### src/hw/rtl/length_framed_checksum_deframer_assert.svh
// Assertion macros used by the deframer parser.
`ifndef LENGTH_FRAMED_CHECKSUM_DEFRAMER_ASSERT_SVH
`define LENGTH_FRAMED_CHECKSUM_DEFRAMER_ASSERT_SVH

// Check a property on every rising edge outside reset.
`define LFCD_ASSERT(lbl, clk, rstn, prop) \
  lbl: assert property (@(posedge clk) disable iff (!(rstn)) (prop)) \
    else $error("deframer assertion failed");

// Check that a condition never holds outside reset.
`define LFCD_ASSERT_NEVER(lbl, clk, rstn, cond) \
  `LFCD_ASSERT(lbl, clk, rstn, !(cond))

`endif

### src/hw/rtl/lfcd_pkg.sv
`timescale 1ns / 1ps

package lfcd_pkg;

  localparam int unsigned ByteW       = 8;
  localparam int unsigned LenW        = 16;
  localparam int unsigned FrameLenW   = 17;
  localparam int unsigned HdrPosW     = 5;
  localparam int unsigned CfgIdxW     = 2;
  localparam int unsigned CfgDataW    = 17;

  localparam int unsigned LengthPosDefault = 27;

  localparam logic [ByteW-1:0]     StartByteRst   = 8'd123;
  localparam logic [ByteW-1:0]     EndByteRst     = 8'd125;
  localparam logic [FrameLenW-1:0] MaxFrameLenRst = 17'd1024;

  typedef enum logic [2:0] {
    PH_HUNT    = 3'd0,
    PH_HEADER  = 3'd1,
    PH_PAYLOAD = 3'd2,
    PH_CHECK   = 3'd3,
    PH_END     = 3'd4
  } phase_e;

  typedef enum logic [1:0] {
    ERR_NONE     = 2'd0,
    ERR_CHECKSUM = 2'd1,
    ERR_END_BYTE = 2'd2,
    ERR_TOO_LONG = 2'd3
  } err_e;

  typedef enum logic [CfgIdxW-1:0] {
    CFG_START_BYTE    = 2'd0,
    CFG_END_BYTE      = 2'd1,
    CFG_MAX_FRAME_LEN = 2'd2
  } cfg_idx_e;

  typedef struct packed {
    logic [ByteW-1:0]     start_byte;
    logic [ByteW-1:0]     end_byte;
    logic [FrameLenW-1:0] max_frame_len;
  } cfg_t;

  typedef struct packed {
    logic [ByteW-1:0] byte_out;
    logic             in_frame;
    logic             frame_ok;
    err_e             error_code;
    logic [LenW-1:0]  payload_length;
  } result_t;

endpackage

### src/hw/rtl/lfcd_cfg_regs.sv
`timescale 1ns / 1ps

module lfcd_cfg_regs (
  input  logic                          clk_i,
  input  logic                          rst_ni,
  input  logic                          cfg_valid_i,
  output logic                          cfg_ready_o,
  input  logic [lfcd_pkg::CfgIdxW-1:0]  cfg_index_i,
  input  logic [lfcd_pkg::CfgDataW-1:0] cfg_data_i,
  output lfcd_pkg::cfg_t                cfg_o
);
  import lfcd_pkg::*;

  cfg_t cfg_q;

  assign cfg_ready_o = 1'b1;
  assign cfg_o       = cfg_q;

  // Writes to an unused index are dropped.
  always_ff @(posedge clk_i or negedge rst_ni) begin
    if (!rst_ni) begin
      cfg_q.start_byte    <= StartByteRst;
      cfg_q.end_byte      <= EndByteRst;
      cfg_q.max_frame_len <= MaxFrameLenRst;
    end else if (cfg_valid_i) begin
      unique case (cfg_index_i)
        CFG_START_BYTE:    cfg_q.start_byte    <= cfg_data_i[ByteW-1:0];
        CFG_END_BYTE:      cfg_q.end_byte      <= cfg_data_i[ByteW-1:0];
        CFG_MAX_FRAME_LEN: cfg_q.max_frame_len <= cfg_data_i[FrameLenW-1:0];
        default: ;
      endcase
    end
  end

endmodule

### src/hw/rtl/lfcd_parser.sv
`timescale 1ns / 1ps

`include "length_framed_checksum_deframer_assert.svh"

module lfcd_parser #(
  parameter int unsigned LengthPos = lfcd_pkg::LengthPosDefault
) (
  input  logic                       clk_i,
  input  logic                       rst_ni,
  input  logic                       adv_i,
  input  logic [lfcd_pkg::ByteW-1:0] byte_i,
  input  lfcd_pkg::cfg_t             cfg_i,
  output lfcd_pkg::result_t          res_o
);
  import lfcd_pkg::*;

  localparam logic [HdrPosW-1:0]   LenHiPos = HdrPosW'(LengthPos);
  localparam logic [HdrPosW-1:0]   LenLoPos = HdrPosW'(LengthPos + 1);
  localparam logic [FrameLenW-1:0] Overhead = FrameLenW'(LengthPos + 4);

  phase_e             phase_q, phase_d;
  logic [HdrPosW-1:0] hdr_pos_q, hdr_pos_d;
  logic [ByteW-1:0]   len_hi_q, len_hi_d;
  logic [LenW-1:0]    data_len_q, data_len_d;
  logic [LenW-1:0]    remain_q, remain_d;
  logic [ByteW-1:0]   sum_q, sum_d;

  logic [HdrPosW-1:0]   pos;
  logic [LenW-1:0]      len_word;
  logic [FrameLenW-1:0] frame_len;
  logic                 taken;
  logic                 ok;
  err_e                 err;
  logic                 finish;

  assign pos       = hdr_pos_q + HdrPosW'(1);
  assign len_word  = {len_hi_q, byte_i};
  assign frame_len = {1'b0, len_word} + Overhead;

  always_comb begin
    phase_d    = phase_q;
    hdr_pos_d  = hdr_pos_q;
    len_hi_d   = len_hi_q;
    data_len_d = data_len_q;
    remain_d   = remain_q;
    sum_d      = sum_q;
    taken      = 1'b1;
    ok         = 1'b0;
    err        = ERR_NONE;
    finish     = 1'b0;

    unique case (phase_q)
      PH_HEADER: begin
        sum_d     = sum_q + byte_i;
        hdr_pos_d = pos;
        if (pos == LenHiPos) begin
          len_hi_d = byte_i;
        end else if (pos == LenLoPos) begin
          data_len_d = len_word;
          remain_d   = len_word;
          if (frame_len > cfg_i.max_frame_len) begin
            err    = ERR_TOO_LONG;
            finish = 1'b1;
          end else begin
            phase_d = (len_word != '0) ? PH_PAYLOAD : PH_CHECK;
          end
        end
      end
      PH_PAYLOAD: begin
        sum_d    = sum_q + byte_i;
        remain_d = remain_q - LenW'(1);
        if (remain_d == '0) begin
          phase_d = PH_CHECK;
        end
      end
      PH_CHECK: begin
        if (byte_i != sum_q) begin
          err    = ERR_CHECKSUM;
          finish = 1'b1;
        end else begin
          phase_d = PH_END;
        end
      end
      PH_END: begin
        if (byte_i != cfg_i.end_byte) begin
          err = ERR_END_BYTE;
        end else begin
          ok = 1'b1;
        end
        finish = 1'b1;
      end
      default: begin
        // Hunt; unused phase codes land here too.
        if (byte_i == cfg_i.start_byte) begin
          phase_d    = PH_HEADER;
          hdr_pos_d  = '0;
          len_hi_d   = '0;
          data_len_d = '0;
          remain_d   = '0;
          sum_d      = '0;
        end else begin
          taken = 1'b0;
        end
      end
    endcase

    res_o.byte_out       = byte_i;
    res_o.in_frame       = taken;
    res_o.frame_ok       = ok;
    res_o.error_code     = err;
    res_o.payload_length = data_len_d;

    // Drop all frame state once the frame ends, good or bad.
    if (finish) begin
      phase_d    = PH_HUNT;
      hdr_pos_d  = '0;
      len_hi_d   = '0;
      data_len_d = '0;
      remain_d   = '0;
      sum_d      = '0;
    end
  end

  always_ff @(posedge clk_i or negedge rst_ni) begin
    if (!rst_ni) begin
      phase_q    <= PH_HUNT;
      hdr_pos_q  <= '0;
      len_hi_q   <= '0;
      data_len_q <= '0;
      remain_q   <= '0;
      sum_q      <= '0;
    end else if (adv_i) begin
      phase_q    <= phase_d;
      hdr_pos_q  <= hdr_pos_d;
      len_hi_q   <= len_hi_d;
      data_len_q <= data_len_d;
      remain_q   <= remain_d;
      sum_q      <= sum_d;
    end
  end

  `LFCD_ASSERT(a_ok_no_err, clk_i, rst_ni, res_o.frame_ok |-> res_o.error_code == ERR_NONE)
  `LFCD_ASSERT(a_end_to_hunt, clk_i, rst_ni,
               adv_i && (res_o.frame_ok || res_o.error_code != ERR_NONE) |=> phase_q == PH_HUNT)
  `LFCD_ASSERT(a_last_payload, clk_i, rst_ni,
               adv_i && phase_q == PH_PAYLOAD && remain_q == LenW'(1) |=> phase_q == PH_CHECK)
  `LFCD_ASSERT_NEVER(a_hunt_clean, clk_i, rst_ni,
                     phase_q == PH_HUNT && (data_len_q != '0 || sum_q != '0))
  `LFCD_ASSERT_NEVER(a_err_outside, clk_i, rst_ni,
                     !res_o.in_frame && (res_o.frame_ok || res_o.error_code != ERR_NONE))

endmodule

### src/hw/rtl/length_framed_checksum_deframer.sv
`timescale 1ns / 1ps
// A byte is taken into the input register; its result word is registered into the output register once that is free.
// Throughput: one byte per cycle while the output does not stall; the running sum and counters update combinationally.
// An input register and an output register part the two sides, so one byte can
// still be taken into an empty input register while a finished result waits on a stalled output.
// Reset (rst_ni low, asynchronous): hunting, counters and sum cleared,
// registers back to start 123, end 125, maximum frame length 1024.

module length_framed_checksum_deframer #(
  parameter int unsigned LengthPos = lfcd_pkg::LengthPosDefault
) (
  input  logic                          clk_i,
  input  logic                          rst_ni,
  input  logic                          in_valid_i,
  output logic                          in_stall_o,
  input  logic [lfcd_pkg::ByteW-1:0]    byte_in_i,
  output logic                          out_valid_o,
  input  logic                          out_stall_i,
  output logic [lfcd_pkg::ByteW-1:0]    byte_out_o,
  output logic                          in_frame_o,
  output logic                          frame_ok_o,
  output logic [1:0]                    error_code_o,
  output logic [lfcd_pkg::LenW-1:0]     payload_length_o,
  input  logic                          cfg_valid_i,
  output logic                          cfg_ready_o,
  input  logic [lfcd_pkg::CfgIdxW-1:0]  cfg_index_i,
  input  logic [lfcd_pkg::CfgDataW-1:0] cfg_data_i
);
  import lfcd_pkg::*;

  cfg_t             cfg;
  result_t          res;
  logic             in_valid_q;
  logic [ByteW-1:0] in_byte_q;
  logic             out_valid_q;
  result_t          out_q;
  logic             out_free;
  logic             adv;
  logic             in_take;

  assign out_free   = !out_valid_q || !out_stall_i;
  assign adv        = in_valid_q && out_free;
  assign in_stall_o = in_valid_q && !out_free;
  assign in_take    = in_valid_i && !in_stall_o;

  lfcd_cfg_regs u_cfg (
    .clk_i       (clk_i),
    .rst_ni      (rst_ni),
    .cfg_valid_i (cfg_valid_i),
    .cfg_ready_o (cfg_ready_o),
    .cfg_index_i (cfg_index_i),
    .cfg_data_i  (cfg_data_i),
    .cfg_o       (cfg)
  );

  lfcd_parser #(
    .LengthPos (LengthPos)
  ) u_parser (
    .clk_i  (clk_i),
    .rst_ni (rst_ni),
    .adv_i  (adv),
    .byte_i (in_byte_q),
    .cfg_i  (cfg),
    .res_o  (res)
  );

  always_ff @(posedge clk_i or negedge rst_ni) begin
    if (!rst_ni) begin
      in_valid_q  <= 1'b0;
      out_valid_q <= 1'b0;
    end else begin
      if (in_take) begin
        in_valid_q <= 1'b1;
      end else if (adv) begin
        in_valid_q <= 1'b0;
      end
      if (out_free) begin
        out_valid_q <= in_valid_q;
      end
    end
  end

  always_ff @(posedge clk_i) begin
    if (in_take) begin
      in_byte_q <= byte_in_i;
    end
    if (adv) begin
      out_q <= res;
    end
  end

  assign out_valid_o      = out_valid_q;
  assign byte_out_o       = out_q.byte_out;
  assign in_frame_o       = out_q.in_frame;
  assign frame_ok_o       = out_q.frame_ok;
  assign error_code_o     = out_q.error_code;
  assign payload_length_o = out_q.payload_length;

endmodule
### config.mk
export PLATFORM = sky130hd
export DESIGN_NAME = length_framed_checksum_deframer
export DESIGN_NICKNAME = d
export VERILOG_FILES = /design/src/hw/rtl/lfcd_pkg.sv /design/src/hw/rtl/lfcd_cfg_regs.sv /design/src/hw/rtl/lfcd_parser.sv /design/src/hw/rtl/length_framed_checksum_deframer.sv
export VERILOG_INCLUDE_DIRS = /design/src /design/src/hw/rtl
export SDC_FILE = /design/constraint.sdc
export NUM_CORES = 1
export LEC_CHECK = 0
export ABC_AREA = 1
export ABC_CLOCK_PERIOD_IN_PS = 3500
export BUFFER_PORTS_ARGS = -buffer_cell sky130_fd_sc_hd__buf_4
export CORE_UTILIZATION = 45
export CTS_CLUSTER_SIZE = 12
export DETAILED_ROUTE_END_ITERATION = 8
export GPL_TIMING_DRIVEN = 0
export PLACE_DENSITY = 0.71
export SYNTH_ARGS = -nofsm -noshare
export SYNTH_HDL_FRONTEND = slang
export SYNTH_SLANG_ARGS = --single-unit
### constraint.sdc
create_clock -name clk_i -period 3.5 [get_ports clk_i]
set_input_delay 0.525 -clock clk_i [delete_from_list [all_inputs] [get_ports clk_i]]
set_output_delay 0.525 -clock clk_i [all_outputs]
set_load 0.1 [all_outputs]
Yosys cells after proc, flatten, opt, wreduce, memory -nomap -nowiden
Cells that the tools add are included.
{"block": "word_totals", "latch_bits": 0, "ramBits": 0, "wordCells": 113, "reg_bits": 127, "out_inout_bits": 31, "mem_count": 0, "in_bits": 32, "mem_bits_ro": 0}
{"block": "classes", "n_eq_ne": 20, "muxes": 43, "n_lt_le_gt_ge": 1, "bitwise_logic": 0, "add_sub_neg": 4, "n_reduce_logical": 28, "n_shift": 0, "div": 0, "n_mul": 0}
{"operator": "$mux 16", "n": 8}
{"operator": "$pmux 16 s3", "n": 1}
{"operator": "$mux 8", "n": 4}
{"operator": "$pmux 16 s2", "n": 1}
{"operator": "$pmux 8 s2", "n": 2}
{"operator": "$mux 3", "n": 7}
{"operator": "$add 16x5->17 const B", "n": 1}
{"operator": "$gt 17x17->1", "n": 1}
{"operator": "$logic_not 16->1", "n": 1}
{"operator": "$ne 8x8->1", "n": 2}
{"operator": "$reduce_bool 16->1", "n": 1}
{"operator": "$sub 16x1->16 const B", "n": 1}
{"operator": "$pmux 3 s4", "n": 1}
{"operator": "$eq 5x5->1 const B", "n": 2}
{"operator": "$mux 1", "n": 10}
{"operator": "$mux 5", "n": 2}
{"operator": "$pmux 5 s2", "n": 1}
{"operator": "$ne 3x1->1 const B", "n": 3}
{"operator": "$ne 3x2->1 const B", "n": 3}
{"operator": "$add 8x8->8", "n": 1}
{"operator": "$eq 8x8->1", "n": 1}
{"operator": "$mux 2", "n": 4}
{"operator": "$reduce_and 8->1", "n": 1}
{"operator": "$eq 3x2->1 const B", "n": 2}
{"operator": "other kinds (23)", "n": 35}

Longest topological paths before layout
Gate-level depths: netlist of run 1.
{"block": "depth", "depth_word": 8, "mapped_depth": 25, "ltp_nobuf": 24}

Cells and area by module
A second synthesis of run 1 with hierarchy kept.
{"block": "hier_totals", "hier_cells": 946, "area_unflattened_um2": 7701.1}
{"mod": "lfcd_parser", "n_inst": 1, "area_each_um2": 5098.6, "seq_area_each_um2": 1401.3, "cells_each": 749}
{"mod": "lfcd_cfg_regs", "n_inst": 1, "area_each_um2": 1426.4, "seq_area_each_um2": 842.1, "cells_each": 149}
{"mod": "length_framed_checksum_deframer", "n_inst": 1, "area_each_um2": 1176.1, "seq_area_each_um2": 1131.1, "cells_each": 48}

Least setup slack after synthesis of run 1
Ideal clock, no wire load.
{"block": "synth_path", "path_kind": "register -> register", "from": "register in_byte_q[1]", "to": "register u_parser.remain_q[10]", "n_path_buf": 1, "period_less_slack_ns": 3.104, "required_time_ns": 3.383, "arrival_ns": 2.987, "setup_time_ns": 0.117, "path_slack_ns": 0.396, "stages_incl_launch_ff": 23, "path_cell_list": "edfxtp_1 -> inv_1 -> ha_1 -> nand4_1 -> nand2_1 -> nor2_1 -> nand2_1 -> nor2_1 -> nand2_1 -> xor2_1 -> ha_1 -> nand2_1 -> nor2_1 -> nand2_1 -> nor3_1 -> nor2_1 -> nand2_1 -> nand3_2 -> o211ai_4 -> nand2_2 -> buf_2 -> nand2_1 -> nand2_1"}
{"block": "synth_via", "elab_chain_len": 8, "elab_cells_between_ends": 15, "classes_between": "1 x add/sub; 1 x order compare; 5 x eq/ne; 6 x mux; 2 x reduce/logical"}
{"element": "from (decl)", "line": "length_framed_checksum_deframer.sv:34", "text": "logic [ByteW-1:0] in_byte_q;"}
{"element": "from (signal assigned)", "line": "length_framed_checksum_deframer.sv:85", "text": "in_byte_q <= byte_in_i;"}
{"element": "$add 16x5->17", "line": "lfcd_parser.sv:38", "text": "assign frame_len = {1'b0, len_word} + Overhead;"}
{"element": "$gt 17x17->1", "line": "lfcd_parser.sv:61", "text": "if (frame_len > cfg_i.max_frame_len) begin"}
{"element": "$mux 1", "line": "lfcd_parser.sv:61"}
{"element": "$mux 1", "line": "lfcd_parser.sv:58", "text": "end else if (pos == LenLoPos) begin"}
{"element": "$mux 1", "line": "lfcd_parser.sv:56", "text": "if (pos == LenHiPos) begin"}
{"element": "$pmux 1 s3", "line": "lfcd_parser.sv:52", "text": "unique case (phase_q)"}
{"element": "$ne 3x2->1 (no source line) (tied with other cells)"}
{"element": "$reduce_and 5->1 (no source line)"}
{"element": "to (signal assigned)", "line": "lfcd_parser.sv:137", "text": "remain_q <= remain_d;"}
{"element": "to (decl)", "line": "lfcd_parser.sv:25", "text": "logic [LenW-1:0] remain_q, remain_d;"}
Several ways; a longest one is shown, not always the timed one.
A chain may end at the register's enable or synchronous reset.

Worst setup path after layout of run 1
{"block": "layout_path", "from": "register in_byte_q[1]", "to": "register u_parser.remain_q[5]"}
Same word-level chain as after synthesis.

==> out/metrics.yaml, run 1 <==
yosys:
  synthFlopType: "dfrtp_1"
  yosysWarnings: 0
  synthArstFlopShare_pct: 71.7
  synth_top_cell_area_share_pct: 26.0
  synth_cell_types: 40
  syn_inst: 973
  seq_area_frac_synth_pct: 44.9
  synth_common_cells: "nand2_1, inv_1, nor2_1, nand3_1, dfrtp_1"
  avgSynthCellArea_um2: 7.72
  yosysTopAreaCell: "dfrtp_1"
  synthesis.nets: 1036
  synth_area_leaders: "dfrtp_1, nand2_1, edfxtp_1, nand3_1, inv_1"
  yosysMostFrequentCell: "nand2_1"
  synth-edff-count: 36
  netlist_area_um2: 7510
  synth-seq-cells: 127
die:
  rows: 46
  ioPinCount: 63
  dieArea_um2: 17200
  die_w_um: 131
  initial_core_util_pct: 46.8
  die_y_um: 131
  core_area_um2: 16100
routing:
  wl_um: 19200
  antenna_left: 0
  drt_iter0_drc: 638
  dr.pass1.iters: 5
  drc: 0
  route.met2.wl_um: 9110
  wl_met1_um: 8370
  dr.max_layer_used: "met4"
  dr_wl_met3_um: 1290
  num_vias: 6753
  vias_per_cell: 5.16
  wl_per_cell_um: 14.7
global_routing:
  antenna_found_initial: 0
  grt_usage_pct: 22.5
  grt_first_pass_wirelength_um: 30500
  overflow: 0
  grt_start_max_net_pins: 92
  first_global_vias: 6166
clocking:
  cts_tree: "done"
  h-tree-depth: 4
  clk_pin_slew_worst_paths_ns: 0.06
  cts-root-buf: "clkbuf_16"
  ctsHoldBuffers: 0
  cts_buffer_depth: 2
  clk_latency_ns: 0.44
  clock_sinks: 127
  cts_buffers: 17
min_path:
  min_path_type: "in2reg"
setup_path:
  crit_path_start_kind: "flop"
  path_class: "reg2reg"
  cp_max_fo: 7
  cp-end-kind: "flop"
  required_ns: 3.82
  worst_ep_arrival_time_ns: 3.68
placement:
  placed_area_um2: 8260
  placed_cells: 1251
  portBuffers: 61
  gp_congestion: 0.891
  hpwl_um: 13300
power:
  intPower_mw: 3.93
  switchingPower_mw: 3.05
  pwr-share-clk_pct: 25.9
  p_seq_share_pct: 28.5
  swShare_pct: 43.7
  leakagePower_nw: 4.65
  p_comb_share_pct: 45.6
  finalPower_mw: 6.98
  power_density_nw_per_um2: 753
  ir_drop_v: 0.000432
layout:
  drive_gt1_share_pct: 17.7
  layout.cells.non_filler: 1309
  final_util_pct: 57.7
  diodes: 0
  area_growth_pct: 23.4
  num-nets-final: 1143
  post-route-cell-area_um2: 9270
timing:
  final_hold_viol_count: 0
  fmax_ghz: 0.297
  worstMarginPinSlew_ns: 1.19
  fin_crit_sh_pct: 96.1
  fin_skew_ns: 0.0145
  finalCriticalPeriod_ns: 3.36
  maxSlewHeadroom_pct: 20.4
  setup_tns_ns: 0
  final_max_slew_viol_count: 0
  setup_viol: 0
job:
  maxCapViolCount: 0
run_status:
  status: "finished clean"
## cells by family after synthesis
| logic type | Yosys count | share of synthesized area (%) |
|---|---|---|
| and+or+nand+nor | 528 | 29.8 |
| buffers and inverters | 144 | 7.62 |
| DFF | 127 | 44.9 |
| AOI/OAI and AO/OA | 102 | 7.62 |
| xor gates and xnor gates | 40 | 4.67 |
| adders and majority gates | 31 | 5.27 |
| other | 1 | 0.0499 |
## repair_timing
item / 4_1_cts / 5_1_grt
pin swaps: 1 / 16
resized for setup: 2 / 47
endpoints found under the setup margin: 57 / 56
cloned: 0 / 2
buffers inserted: 5 / 19
## area by class of cell
type                       count  area [µm²]
fill                        1416        6790
inverter                     112         420
clock buffer                  17         425
sequential                   127        3370
buffer                        32         200
multi-input combinational    702        3680
clock inverter                15         175
tap                          216         270
timing repair buffer          88         724
## routing by layer
layer  track usage [%]  vias to the layer above
met3              5.90                       37
met2              36.9                      224
li1                  -                     3362
met4              8.04                        0
met1              28.6                     3130
met5                 0                        -
## power by group through the flow
stage	clock network, mW	registers (mW)	logic [mW]
6_report	1.81	1.99	3.18
5_1_grt	1.88	2.03	3.54
4_1_cts	1.82	1.99	2.92
3_5_place_dp	0	2.02	2.87
3_3_place_gp	0	2.02	2.83
2_1_floorplan	0	2.25	1.95
## worst paths after layout
check                                      from              endpoint  slack, ns  depth (start not counted)
setup / recovery                   in_byte_q[1]  u_parser.remain_q[5]       0.14                         22
hold / removal                     byte_in_i[2]          in_byte_q[2]       0.27                          1
setup reg to reg                   in_byte_q[1]  u_parser.remain_q[5]       0.14                         22
hold reg to reg            u_parser.len_hi_q[2]  u_parser.len_hi_q[2]       0.48                          2
max in group asynchronous                rst_ni  u_parser.remain_q[4]       2.41                          1
min in group asynchronous                rst_ni       u_cfg.cfg_o[16]       0.35                          1
## registers in the layout (all words and copies together) (netlist names), 5 cells and up
name / flops
u_parser.sum_q: 8
byte_out_o: 8
u_parser.len_hi_q: 8
u_parser.remain_q: 16
u_parser.hdr_pos_q: 5
u_parser.data_len_q: 16
in_byte_q: 8
payload_length_o: 16
u_cfg.cfg_o: 33
## critical path, stage by stage, from the launching register on
cell	delay, ns
edfxtp_1	0.45
inv_2	0.09
ha_4	0.17
nand4_1	0.16
nand2_2	0.11
nor2_4	0.13
nand2_2	0.08
nor3_4	0.19
xor2_1	0.17
inv_1	0.10
ha_4	0.28
nand2_2	0.04
nor2_2	0.10
nand2_2	0.08
nor3_2	0.14
nor2_1	0.06
nand2_1	0.10
nand3_4	0.15
o211ai_4	0.19
nand2_4	0.15
clkbuf_16	0.18
nand2_1	0.05
nand2_1	0.05
## stage by stage
stage	hold slack, ns	setup WS [ns]
floorplan	0.229	0.396
global placement	0.427	-0.418
detailed placement	0.460	-0.439
CTS	0.262	0.00720
global route	0.254	-0.0786
finish	0.269	0.137
## layout by cell type, fill, tap and decap left out, drive strengths merged, types with 13 or more instances in the layout
master	netlist	layout
a21oi	18	18
nand3	92	92
nand4	19	19
clkbuf	18	39
ha	30	30
inv	112	120
edfxtp	36	36
buf	14	98
nor2	98	98
o21ai	65	65
nand2	300	300
xor2	25	25
dfrtp	78	78
xnor2	15	15
dfstp	13	13
Power figures use the tool's default switching activity.
==> run 2, diff against run 1 <==
ABC_CLOCK_PERIOD_IN_PS = 3300   (was 3500)
CORE_ASPECT_RATIO = 0.5   (was unset)
clock period = 3.3 ns   (was 3.5 ns; I/O delays follow)
==> out/metrics.yaml, run 2 (synthesized netlist as in run 1, its figures left out) <==
layout:
  num-nets-final: 1141
  drive_gt1_share_pct: 18.8
  fill_cells: 1422
  largest_reg_flops: 33
  final_common_cell: "nand2_1"
  mostFrequentLayoutCells: "nand2_1, inv_1, nor2_1"
  post-route-cell-area_um2: 9300
  area_growth_pct: 23.8
  final_util_pct: 58.6
  diodes: 0
  layout.cells.non_filler: 1312
routing:
  vias_per_cell: 5.34
  drc: 1
  num_vias: 7004
  drt_iter0_drc: 678
  wl_per_cell_um: 15.7
  dr.pass1.iters: 7
  wl_um: 20600
  antenna_left: 0
die:
  die_w_um: 185
  die_y_um: 93.3
  rows: 32
  ioPinCount: 63
  dieArea_um2: 17200
  core_area_um2: 15900
  initial_core_util_pct: 47.4
setup_path:
  cp_common_cell: "nand2_1"
  reg2reg_from: "in_byte_q[1]"
  reg2reg_to: "u_parser.sum_q[2]"
  cp-end-kind: "flop"
  required_ns: 3.67
  crit_cells: 21
  path_class: "reg2reg"
  cpLargestDelayFamily: "simple AND/OR/NAND/NOR gates"
  path_cells: "inv_2, ha_4, nand4_1, nand2_2, nor2_2, nand2_1, nor2_2, nand2_2, xor2_1, ha_1, nand2_1, nor2_2, nand2_2, nor3_2, nor2_1, nand2_1, nand3_4, o211ai_4, buf_6, nand3_1, nand2_1"
  max_stage_delay_ns: 0.45
  crit_path_start: "in_byte_q[1]"
  crit_path_top_delay_cell: "edfxtp_1"
  crit_buf_inv: 2
  cp_max_fo: 10
  rr_worst_depth: 21
  r2r_slack_ns: -0.04
  crit_path_start_kind: "flop"
  worst_ep_arrival_time_ns: 3.71
clocking:
  cts_buffer_depth: 2
  clock_sinks: 127
  cts_tree: "done"
  h-tree-depth: 4
  clk_pin_slew_worst_paths_ns: 0.06
  clk_latency_ns: 0.43
  cts-root-buf: "clkbuf_16"
  cts_buffers: 17
  ctsHoldBuffers: 0
global_routing:
  grt_start_max_net_pins: 92
  grt_first_pass_wirelength_um: 32400
  antenna_found_initial: 0
  overflow: 0
  first_global_vias: 6523
  grt_usage_pct: 24.6
placement:
  placed_cells: 1256
  hpwl_um: 13900
  portBuffers: 61
  gp_congestion: 0.920
  placed_area_um2: 8260
job:
  maxCapViolCount: 0
timing:
  rsz0062_at_grt: "true"
  final_max_slew_viol_count: 0
  finalCriticalPeriod_ns: 3.34
  fmax_ghz: 0.299
  fin_skew_ns: 0.0105
  maxSlewHeadroom_pct: 18.9
  setup_viol: 24
  setup_slack_ns: -0.0428
  final_hold_viol_count: 0
  worstMarginPinSlew_ns: 1.22
  fin_crit_sh_pct: 101
run_status:
  status: "finished with violations"
  failed_checks: "DRC, setup timing"
min_path:
  worstHoldStart: "byte_in_i[3]"
  hold_depth: 1
  hold_end: "in_byte_q[3]"
  min_path_type: "in2reg"
power:
  finalPower_mw: 7.52
  leakagePower_nw: 4.64
  ir_drop_v: 0.000493
  power_density_nw_per_um2: 809
-- run 2: area by class of cell --
type	count	area (µm²)	area share, %
Multi-Input combinational cell	702	3710	40.0
Sequential cell	127	3370	36.3
Timing Repair Buffer	87	677	7.28
Inverter	112	435	4.68
Clock buffer	17	425	4.58
Tap cell	221	277	2.97
Clock inverter	15	196	2.11
Buffer	31	196	2.11
-- run 2: repair_timing --
action / in CTS / in global routing
setup buffers: 11 / 14
endpoints found under the setup margin: 58 / 56
endpoints found under the hold margin: 0 / 0
gates resized for setup: 19 / 48
pin swaps: 5 / 13
-- run 2: power breakdown --
part	internal (mW)	switching [mW]	leakage, nW
combinational	1.08	2.30	2.82
clock	1.22	0.807	0.307
sequential	1.91	0.213	1.51
total	4.20	3.32	4.64
-- run 2: how the worst max path moves through the flow --
stage / end / slack, ns
floorplan: u_parser.remain_q[10] / 0.20
global placement: u_parser.remain_q[5] / -0.58
detailed placement: u_parser.remain_q[14] / -0.63
CTS: u_parser.remain_q[14] / 0.02
global route: u_parser.len_hi_q[2] / -0.22
finish: u_parser.sum_q[2] / -0.04
-- run 2: stage by stage --
stage	hold slack, ns	setup TNS, ns	setup slack, ns
floorplan	0.199	0	0.196
global placement	0.430	-34.03	-0.577
detailed placement	0.461	-29.17	-0.634
CTS	0.233	0	0.0204
global route	0.236	-7.07	-0.215
finish	0.236	-0.626	-0.0428
-- run 2: per-layer routing --
layer  global-route usage [%]  vias up  part of all wire (%)
met5                        0        -                     0
met2                     38.6      293                    45
li1                         -     3379                     -
met4                     9.16        0                   2.1
met3                     4.40       40                   7.9
met1                     34.2     3292                    46
